<file path="config.mk">
export PLATFORM = sky130hd
export DESIGN_NAME = voted_command_frame_parser_flat
export DESIGN_NICKNAME = d
export VERILOG_FILES = /design/src/rtl/vcfp_pkg.sv /design/src/rtl/vcfp_in_if.sv /design/src/rtl/vcfp_out_if.sv /design/src/rtl/vcfp_cell.sv /design/src/rtl/vcfp_vote.sv /design/src/rtl/voted_command_frame_parser.sv /design/src/flat_wrapper.sv
export SDC_FILE = /design/constraint.sdc
export NUM_CORES = 1
export LEC_CHECK = 0
export ABC_AREA = 1
export BUFFER_PORTS_ARGS = -buffer_cell sky130_fd_sc_hd__clkbuf_2
export CAP_MARGIN = 10
export CORE_MARGIN = 3
export CORE_UTILIZATION = 40
export CTS_BUF_LIST = sky130_fd_sc_hd__clkbuf_8 sky130_fd_sc_hd__clkbuf_16
export CTS_CLUSTER_SIZE = 28
export DETAILED_ROUTE_END_ITERATION = 16
export PLACE_DENSITY = 0.63
export SKIP_LAST_GASP = 1
export SLEW_MARGIN = 10
export SYNTH_ARGS = -nofsm -noshare
export SYNTH_HDL_FRONTEND = slang
export SYNTH_SLANG_ARGS = --single-unit
</file>
<file path="constraint.sdc">
create_clock -name clk_i -period 1.6 [get_ports clk_i]
set_clock_uncertainty 0.15 [all_clocks]
set_input_delay 0.24 -clock clk_i [delete_from_list [all_inputs] [get_ports clk_i]]
set_output_delay 0.24 -clock clk_i [all_outputs]
set_load 0.1 [all_outputs]
</file>
<file path="src/rtl/vcfp_pkg.sv">
package vcfp_pkg;

  localparam int WinLen   = 11;
  localparam int WinIdxW  = $clog2(WinLen);
  localparam int ByteW    = 8;

  localparam logic [ByteW-1:0] MarkHeadA = 8'hAA;
  localparam logic [ByteW-1:0] MarkHeadB = 8'hA8;
  localparam logic [ByteW-1:0] MarkMid   = 8'h40;
  localparam logic [ByteW-1:0] MarkTailA = 8'hB8;
  localparam logic [ByteW-1:0] MarkTailB = 8'hA9;

  // first slot of each three-copy group, oldest slot is 0
  localparam int ThrSlot = 2;
  localparam int JoySlot = 6;

  typedef struct packed {
    logic             care;
    logic [ByteW-1:0] value;
  } cell_mark_t;

  function automatic cell_mark_t frame_mark(input logic [WinIdxW-1:0] slot);
    cell_mark_t m;
    m.care  = 1'b1;
    m.value = '0;
    case (slot)
      4'd0:  m.value = MarkHeadA;
      4'd1:  m.value = MarkHeadB;
      4'd5:  m.value = MarkMid;
      4'd9:  m.value = MarkTailA;
      4'd10: m.value = MarkTailB;
      default: m.care = 1'b0;
    endcase
    return m;
  endfunction

endpackage

</file>
<file path="src/rtl/vcfp_in_if.sv">
interface vcfp_in_if;
  logic       valid;
  logic       ready;
  logic [7:0] rx_byte;

  modport source (output valid, output rx_byte, input ready);
  modport sink (input valid, input rx_byte, output ready);
endinterface

</file>
<file path="src/rtl/vcfp_out_if.sv">
interface vcfp_out_if;
  logic       valid;
  logic       ready;
  logic [7:0] throttle_value;
  logic [7:0] joystick_value;
  logic       frame_matched;

  modport source (output valid, output throttle_value, output joystick_value,
                  output frame_matched, input ready);
  modport sink (input valid, input throttle_value, input joystick_value,
                input frame_matched, output ready);
endinterface

</file>
<file path="src/rtl/vcfp_cell.sv">
module vcfp_cell (
  input  logic                  clk_i,
  input  logic                  rst_ni,
  input  logic                  shift_i,
  input  logic [7:0]            byte_i,
  input  vcfp_pkg::cell_mark_t  mark_i,
  output logic [7:0]            byte_o,
  output logic                  hit_o
);
  import vcfp_pkg::*;

  logic [ByteW-1:0] byte_q;

  always_ff @(posedge clk_i or negedge rst_ni) begin
    if (!rst_ni) begin
      byte_q <= '0;
    end else if (shift_i) begin
      byte_q <= byte_i;
    end
  end

  assign byte_o = byte_q;
  // compare on the incoming byte: the slot's content after this shift
  assign hit_o  = !mark_i.care || (byte_i == mark_i.value);

endmodule

</file>
<file path="src/rtl/vcfp_vote.sv">
module vcfp_vote (
  input  logic [7:0] a_i,
  input  logic [7:0] b_i,
  input  logic [7:0] c_i,
  input  logic [7:0] keep_i,
  output logic [7:0] vote_o
);
  import vcfp_pkg::*;

  always_comb begin
    if (a_i == b_i) begin
      vote_o = a_i;
    end else if (a_i == c_i) begin
      vote_o = c_i;
    end else if (b_i == c_i) begin
      vote_o = b_i;
    end else begin
      vote_o = keep_i;
    end
  end

endmodule

</file>
<file path="src/rtl/voted_command_frame_parser.sv">
// channel  | dir | payload                                          | item
// in_i     | in  | rx_byte[7:0]                                     | one received byte
// out_o    | out | throttle_value[7:0] joystick_value[7:0] frame_matched | one status
//
// One item per cycle while out_o is not stalled; each result appears the cycle after its byte is taken.
// The 11-cell byte chain shifts, marker compare and votes all settle in that cycle.
// The output register holds a pending item; in_i.ready = !out_o.valid || out_o.ready.
// rst_ni clears the chain, the held values and the output valid.
module voted_command_frame_parser (
  input  logic        clk_i,
  input  logic        rst_ni,
  vcfp_in_if.sink     in_i,
  vcfp_out_if.source  out_o
);
  import vcfp_pkg::*;

  logic [ByteW-1:0] win_q  [WinLen];
  logic [ByteW-1:0] win_in [WinLen];
  logic [WinLen-1:0] hit;
  logic shift;
  logic match;
  logic [ByteW-1:0] thr_vote, joy_vote;
  logic [ByteW-1:0] thr_q, joy_q;
  logic match_q, valid_q;

  assign in_i.ready = !valid_q || out_o.ready;
  assign shift      = in_i.valid && in_i.ready;

  for (genvar k = 0; k < WinLen; k++) begin : g_cell
    if (k == WinLen - 1) begin : g_head
      assign win_in[k] = in_i.rx_byte;
    end else begin : g_body
      assign win_in[k] = win_q[k+1];
    end

    vcfp_cell u_cell (
      .clk_i   (clk_i),
      .rst_ni  (rst_ni),
      .shift_i (shift),
      .byte_i  (win_in[k]),
      .mark_i  (frame_mark(WinIdxW'(k))),
      .byte_o  (win_q[k]),
      .hit_o   (hit[k])
    );
  end

  assign match = &hit;

  vcfp_vote u_thr_vote (
    .a_i    (win_in[ThrSlot]),
    .b_i    (win_in[ThrSlot+1]),
    .c_i    (win_in[ThrSlot+2]),
    .keep_i (thr_q),
    .vote_o (thr_vote)
  );

  vcfp_vote u_joy_vote (
    .a_i    (win_in[JoySlot]),
    .b_i    (win_in[JoySlot+1]),
    .c_i    (win_in[JoySlot+2]),
    .keep_i (joy_q),
    .vote_o (joy_vote)
  );

  always_ff @(posedge clk_i or negedge rst_ni) begin
    if (!rst_ni) begin
      valid_q <= 1'b0;
      match_q <= 1'b0;
      thr_q   <= '0;
      joy_q   <= '0;
    end else begin
      if (shift) begin
        valid_q <= 1'b1;
        match_q <= match;
        if (match) begin
          thr_q <= thr_vote;
          joy_q <= joy_vote;
        end
      end else if (out_o.ready) begin
        valid_q <= 1'b0;
      end
    end
  end

  assign out_o.valid          = valid_q;
  assign out_o.throttle_value = thr_q;
  assign out_o.joystick_value = joy_q;
  assign out_o.frame_matched  = match_q;

endmodule

</file>
<file path="src/flat_wrapper.sv">
// flat-port wrapper written by rule: the top's interface ports become plain ports
module voted_command_frame_parser_flat import vcfp_pkg::*;
  (clk_i, rst_ni, in_i_valid, in_i_rx_byte, in_i_ready, out_o_valid, out_o_throttle_value, out_o_joystick_value, out_o_frame_matched, out_o_ready);
  vcfp_in_if in_i_i ();
  vcfp_out_if out_o_i ();
  input  logic clk_i;
  input  logic rst_ni;
  input wire logic [$bits(in_i_i.valid)-1:0] in_i_valid;
  input wire logic [$bits(in_i_i.rx_byte)-1:0] in_i_rx_byte;
  output wire logic [$bits(in_i_i.ready)-1:0] in_i_ready;
  output wire logic [$bits(out_o_i.valid)-1:0] out_o_valid;
  output wire logic [$bits(out_o_i.throttle_value)-1:0] out_o_throttle_value;
  output wire logic [$bits(out_o_i.joystick_value)-1:0] out_o_joystick_value;
  output wire logic [$bits(out_o_i.frame_matched)-1:0] out_o_frame_matched;
  input wire logic [$bits(out_o_i.ready)-1:0] out_o_ready;
  assign in_i_i.valid = in_i_valid;
  assign in_i_i.rx_byte = in_i_rx_byte;
  assign in_i_ready = in_i_i.ready;
  assign out_o_valid = out_o_i.valid;
  assign out_o_throttle_value = out_o_i.throttle_value;
  assign out_o_joystick_value = out_o_i.joystick_value;
  assign out_o_frame_matched = out_o_i.frame_matched;
  assign out_o_i.ready = out_o_ready;
  voted_command_frame_parser u_core (.clk_i(clk_i), .rst_ni(rst_ni), .in_i(in_i_i), .out_o(out_o_i));
endmodule
</file>
==> results.json <==
{
  "yosys-top-cells-area": "dfrtp_1 (50%), nand2_1 (20%), o21ai_0 (7.7%), inv_1 (3.8%), nor2_1 (3.1%)",
  "die_w_um": 117,
  "ir_drop_mv": 0.545,
  "cts_buffers": 9,
  "n_fill_cell": 1063,
  "synth_seq_cells": 98,
  "die_h_um": 117,
  "clock_latency_ns": 0.36,
  "outcome": "finished, violations left",
  "worst_pin_slew_ns": 0.330,
  "avgRoutedWirePerCell_um": 13.9,
  "start_util": 0.418,
  "min_period_over_period": 1.09,
  "crit_type": "flop to flop",
  "antenna_found_initial": 0,
  "rsz0062_at_grt": "yes",
  "p_leak_nw": 3.31,
  "via_count": 4573,
  "grt_pass1_vias": 4277,
  "fmax_mhz": 574,
  "cap_viol_max_count": 0,
  "seq_area_um2": 2470,
  "clk_pin_slew_worst_paths_ns": 0.07,
  "reg2reg_depth": 9,
  "dr_wl_met2_mm": 5.94,
  "grt_pass1_wl_mm": 20.6,
  "syn_avg_cell_area_um2": 7.59,
  "dr.pass1.iters": 4,
  "clock-sinks": 98,
  "track_usage": 0.193,
  "violations": "negative setup slack",
  "wirelength_mm": 12.7,
  "wl_met1_mm": 6.11,
  "rows": 39,
  "final_core_util": 0.562,
  "core_um2": 11700,
  "grt_overflow": 0,
  "setup_violations": 19,
  "ios": 31,
  "synth.yosys.warnings": 0,
  "worst_hold_path.num_cells": 5,
  "hold_violations": 0,
  "drc": 0,
  "routabilityCongestion": 0.885,
  "critPathMaxFanout": 8,
  "fin_ws_ns": -0.143,
  "synth_cells": 645,
  "final_cells": 915,
  "ys_seq_area_frac": 0.501,
  "maxSlewHeadroom": 0.777,
  "synth_top_cell_area_share": 0.501,
  "via_per_inst": 5.00,
  "ys_types": 26,
  "multi_input_area_um2": 2230,
  "drtIter0Drc": 271,
  "tritoncts": "built",
  "dpl.hpwl_mm": 8.55,
  "worstPathArrival_ns": 1.89,
  "wl_met3_um": 422,
  "h-tree-depth": 3,
  "portBuffers": 30,
  "hp-class": "primary input to flop",
  "syn-cell-area_um2": 4890,
  "required_ns": 1.75,
  "nets": 779,
  "drv_slew": 0,
  "routed.top_layer": "met4",
  "clock_path_buffers": 2,
  "die_area_um2": 13600,
  "synth_top_cell_by_area": "dfrtp_1",
  "cp-start-kind": "flop",
  "cts_root_buffer": "clkbuf_16",
  "grt_max_degree": 56,
  "antenna_cells": 0,
  "antenna_left": 0,
  "area_delta_synth_final_pct": 34.4,
  "layout_min_cycle_time_ns": 1.74,
  "place_inst": 871,
  "worstSetupEndpointType": "flop",
  "place_ws_ns": -0.135,
  "powerDensity_nw_per_um2": 1240,
  "drive_gt1_frac": 0.260,
  "synth_nets": 657
}
## cells in the mapped netlist, drive strengths merged
cell type,n
a21oi,2
buf,11
clkbuf,11
clkinv,2
dfrtp,98
inv,60
nand2,272
nand3,25
nand3b,3
nand4,13
nor2,46
nor3,1
o21a,1
o21ai,83
xnor2,15
xor2,2
## state kept, by name (all words and copies together) (netlist names)
signal and cells:
u_core.g_cell.u_cell.byte_o 80, u_core.out_o.valid 1, u_core.out_o.joystick_value 8, u_core.out_o.frame_matched 1, u_core.out_o.throttle_value 8
## cells by family after synthesis
kind of cell	share of synthesized area
AOI/OAI and AO/OA	0.0907
xor gates and xnor gates	0.0304
and+or+nand+nor	0.309
buffers and inverters	0.0685
DFF	0.501
## worst paths after layout
check                                                         startpoint                                            end  slack [ns]
max                                       u_core.out_o.valid$_DFFE_PN0P_     u_core.out_o.throttle_value[5]$_DFFE_PN0P_       -0.14
min                                                          out_o_ready                 u_core.out_o.valid$_DFFE_PN0P_        0.11
max reg2reg                               u_core.out_o.valid$_DFFE_PN0P_     u_core.out_o.throttle_value[5]$_DFFE_PN0P_       -0.14
min reg2reg                u_core.g_cell[1].u_cell.byte_o[5]$_DFFE_PN0P_  u_core.g_cell[1].u_cell.byte_o[5]$_DFFE_PN0P_        0.33
max in group asynchronous                                         rst_ni  u_core.g_cell[7].u_cell.byte_o[2]$_DFFE_PN0P_        0.55
min in group asynchronous                                         rst_ni  u_core.g_cell[5].u_cell.byte_o[1]$_DFFE_PN0P_        0.16
## per-layer routing
| metal | track usage | vias up |
|---|---|---|
| li1 | - | 2280 |
| met1 | 0.275 | 2183 |
| met2 | 0.296 | 95 |
| met3 | 0.0321 | 15 |
| met4 | 0.0734 | 0 |
| met5 | 0 | - |
## placed cells by master (no fill, tap or decap), types with 2 or more instances in the layout
master,instances
o21ai_1,12
nand4_1,13
nor2_1,37
buf_4,93
inv_2,17
xor2_1,2
nor2_2,4
nand2_2,15
o21ai_0,71
inv_8,2
dfrtp_1,89
clkbuf_2,10
dfrtp_2,8
clkbuf_16,12
nand2_4,6
xnor2_1,13
nand2_1,253
nand3_2,2
buf_12,7
inv_1,43
clkinv_4,6
nand3_1,23
buf_6,4
buf_16,2
nor2_4,5
nand3b_1,3
xnor2_2,2
dlygate4sd3_1,10
## critical path, cell delays in order (launching register included)
cell and delay, ns:
dfrtp_4 0.50, a21oi_4 0.18, nand2_2 0.10, nor2_4 0.12, nand2_4 0.11, nor2_8 0.20, nand2_4 0.11, clkinv_4 0.10
nand2_1 0.05, nand2_1 0.07
## cell type report
class | count | area share
Clock buffer | 9 | 0.0342
Clock inverter | 7 | 0.0112
Inverter | 62 | 0.0369
Multi-Input combinational cell | 467 | 0.338
Sequential cell | 98 | 0.375
Tap cell | 143 | 0.0272
Timing Repair Buffer | 129 | 0.177
## through the flow
stage                     instance area [um^2]  hold WS [ns]  TNS, ns  power (mW)
after CTS                                 6320         0.107    -1.47        8.02
after global routing                      6580         0.135    -4.48        8.71
after detailed placement                  5830    0.00000844    -1.68        5.77
final                                     6580         0.111    -2.06        8.18
after floorplan                           4920        -0.206    -7.00        4.70
after global placement                    5830      -0.00304    -1.18        5.70
## what timing repair did
action | CTS | global route
hold buffers | 10 | 0
pin swaps | 9 | 5
resized for setup | 15 | 37
setup endpoints to repair | 25 | 42
hold endpoints to repair | 107 | 0
buffers inserted | 2 | 9
cloned | 2 | 6
## power breakdown
group,leakage [nW],switching [mW],internal (mW)
clock network,0.146,1.06,1.10
registers,1.27,0.416,2.91
logic,1.89,1.47,1.23
total,3.31,2.94,5.23
Note: power is estimated with default switching activity, not from simulation.
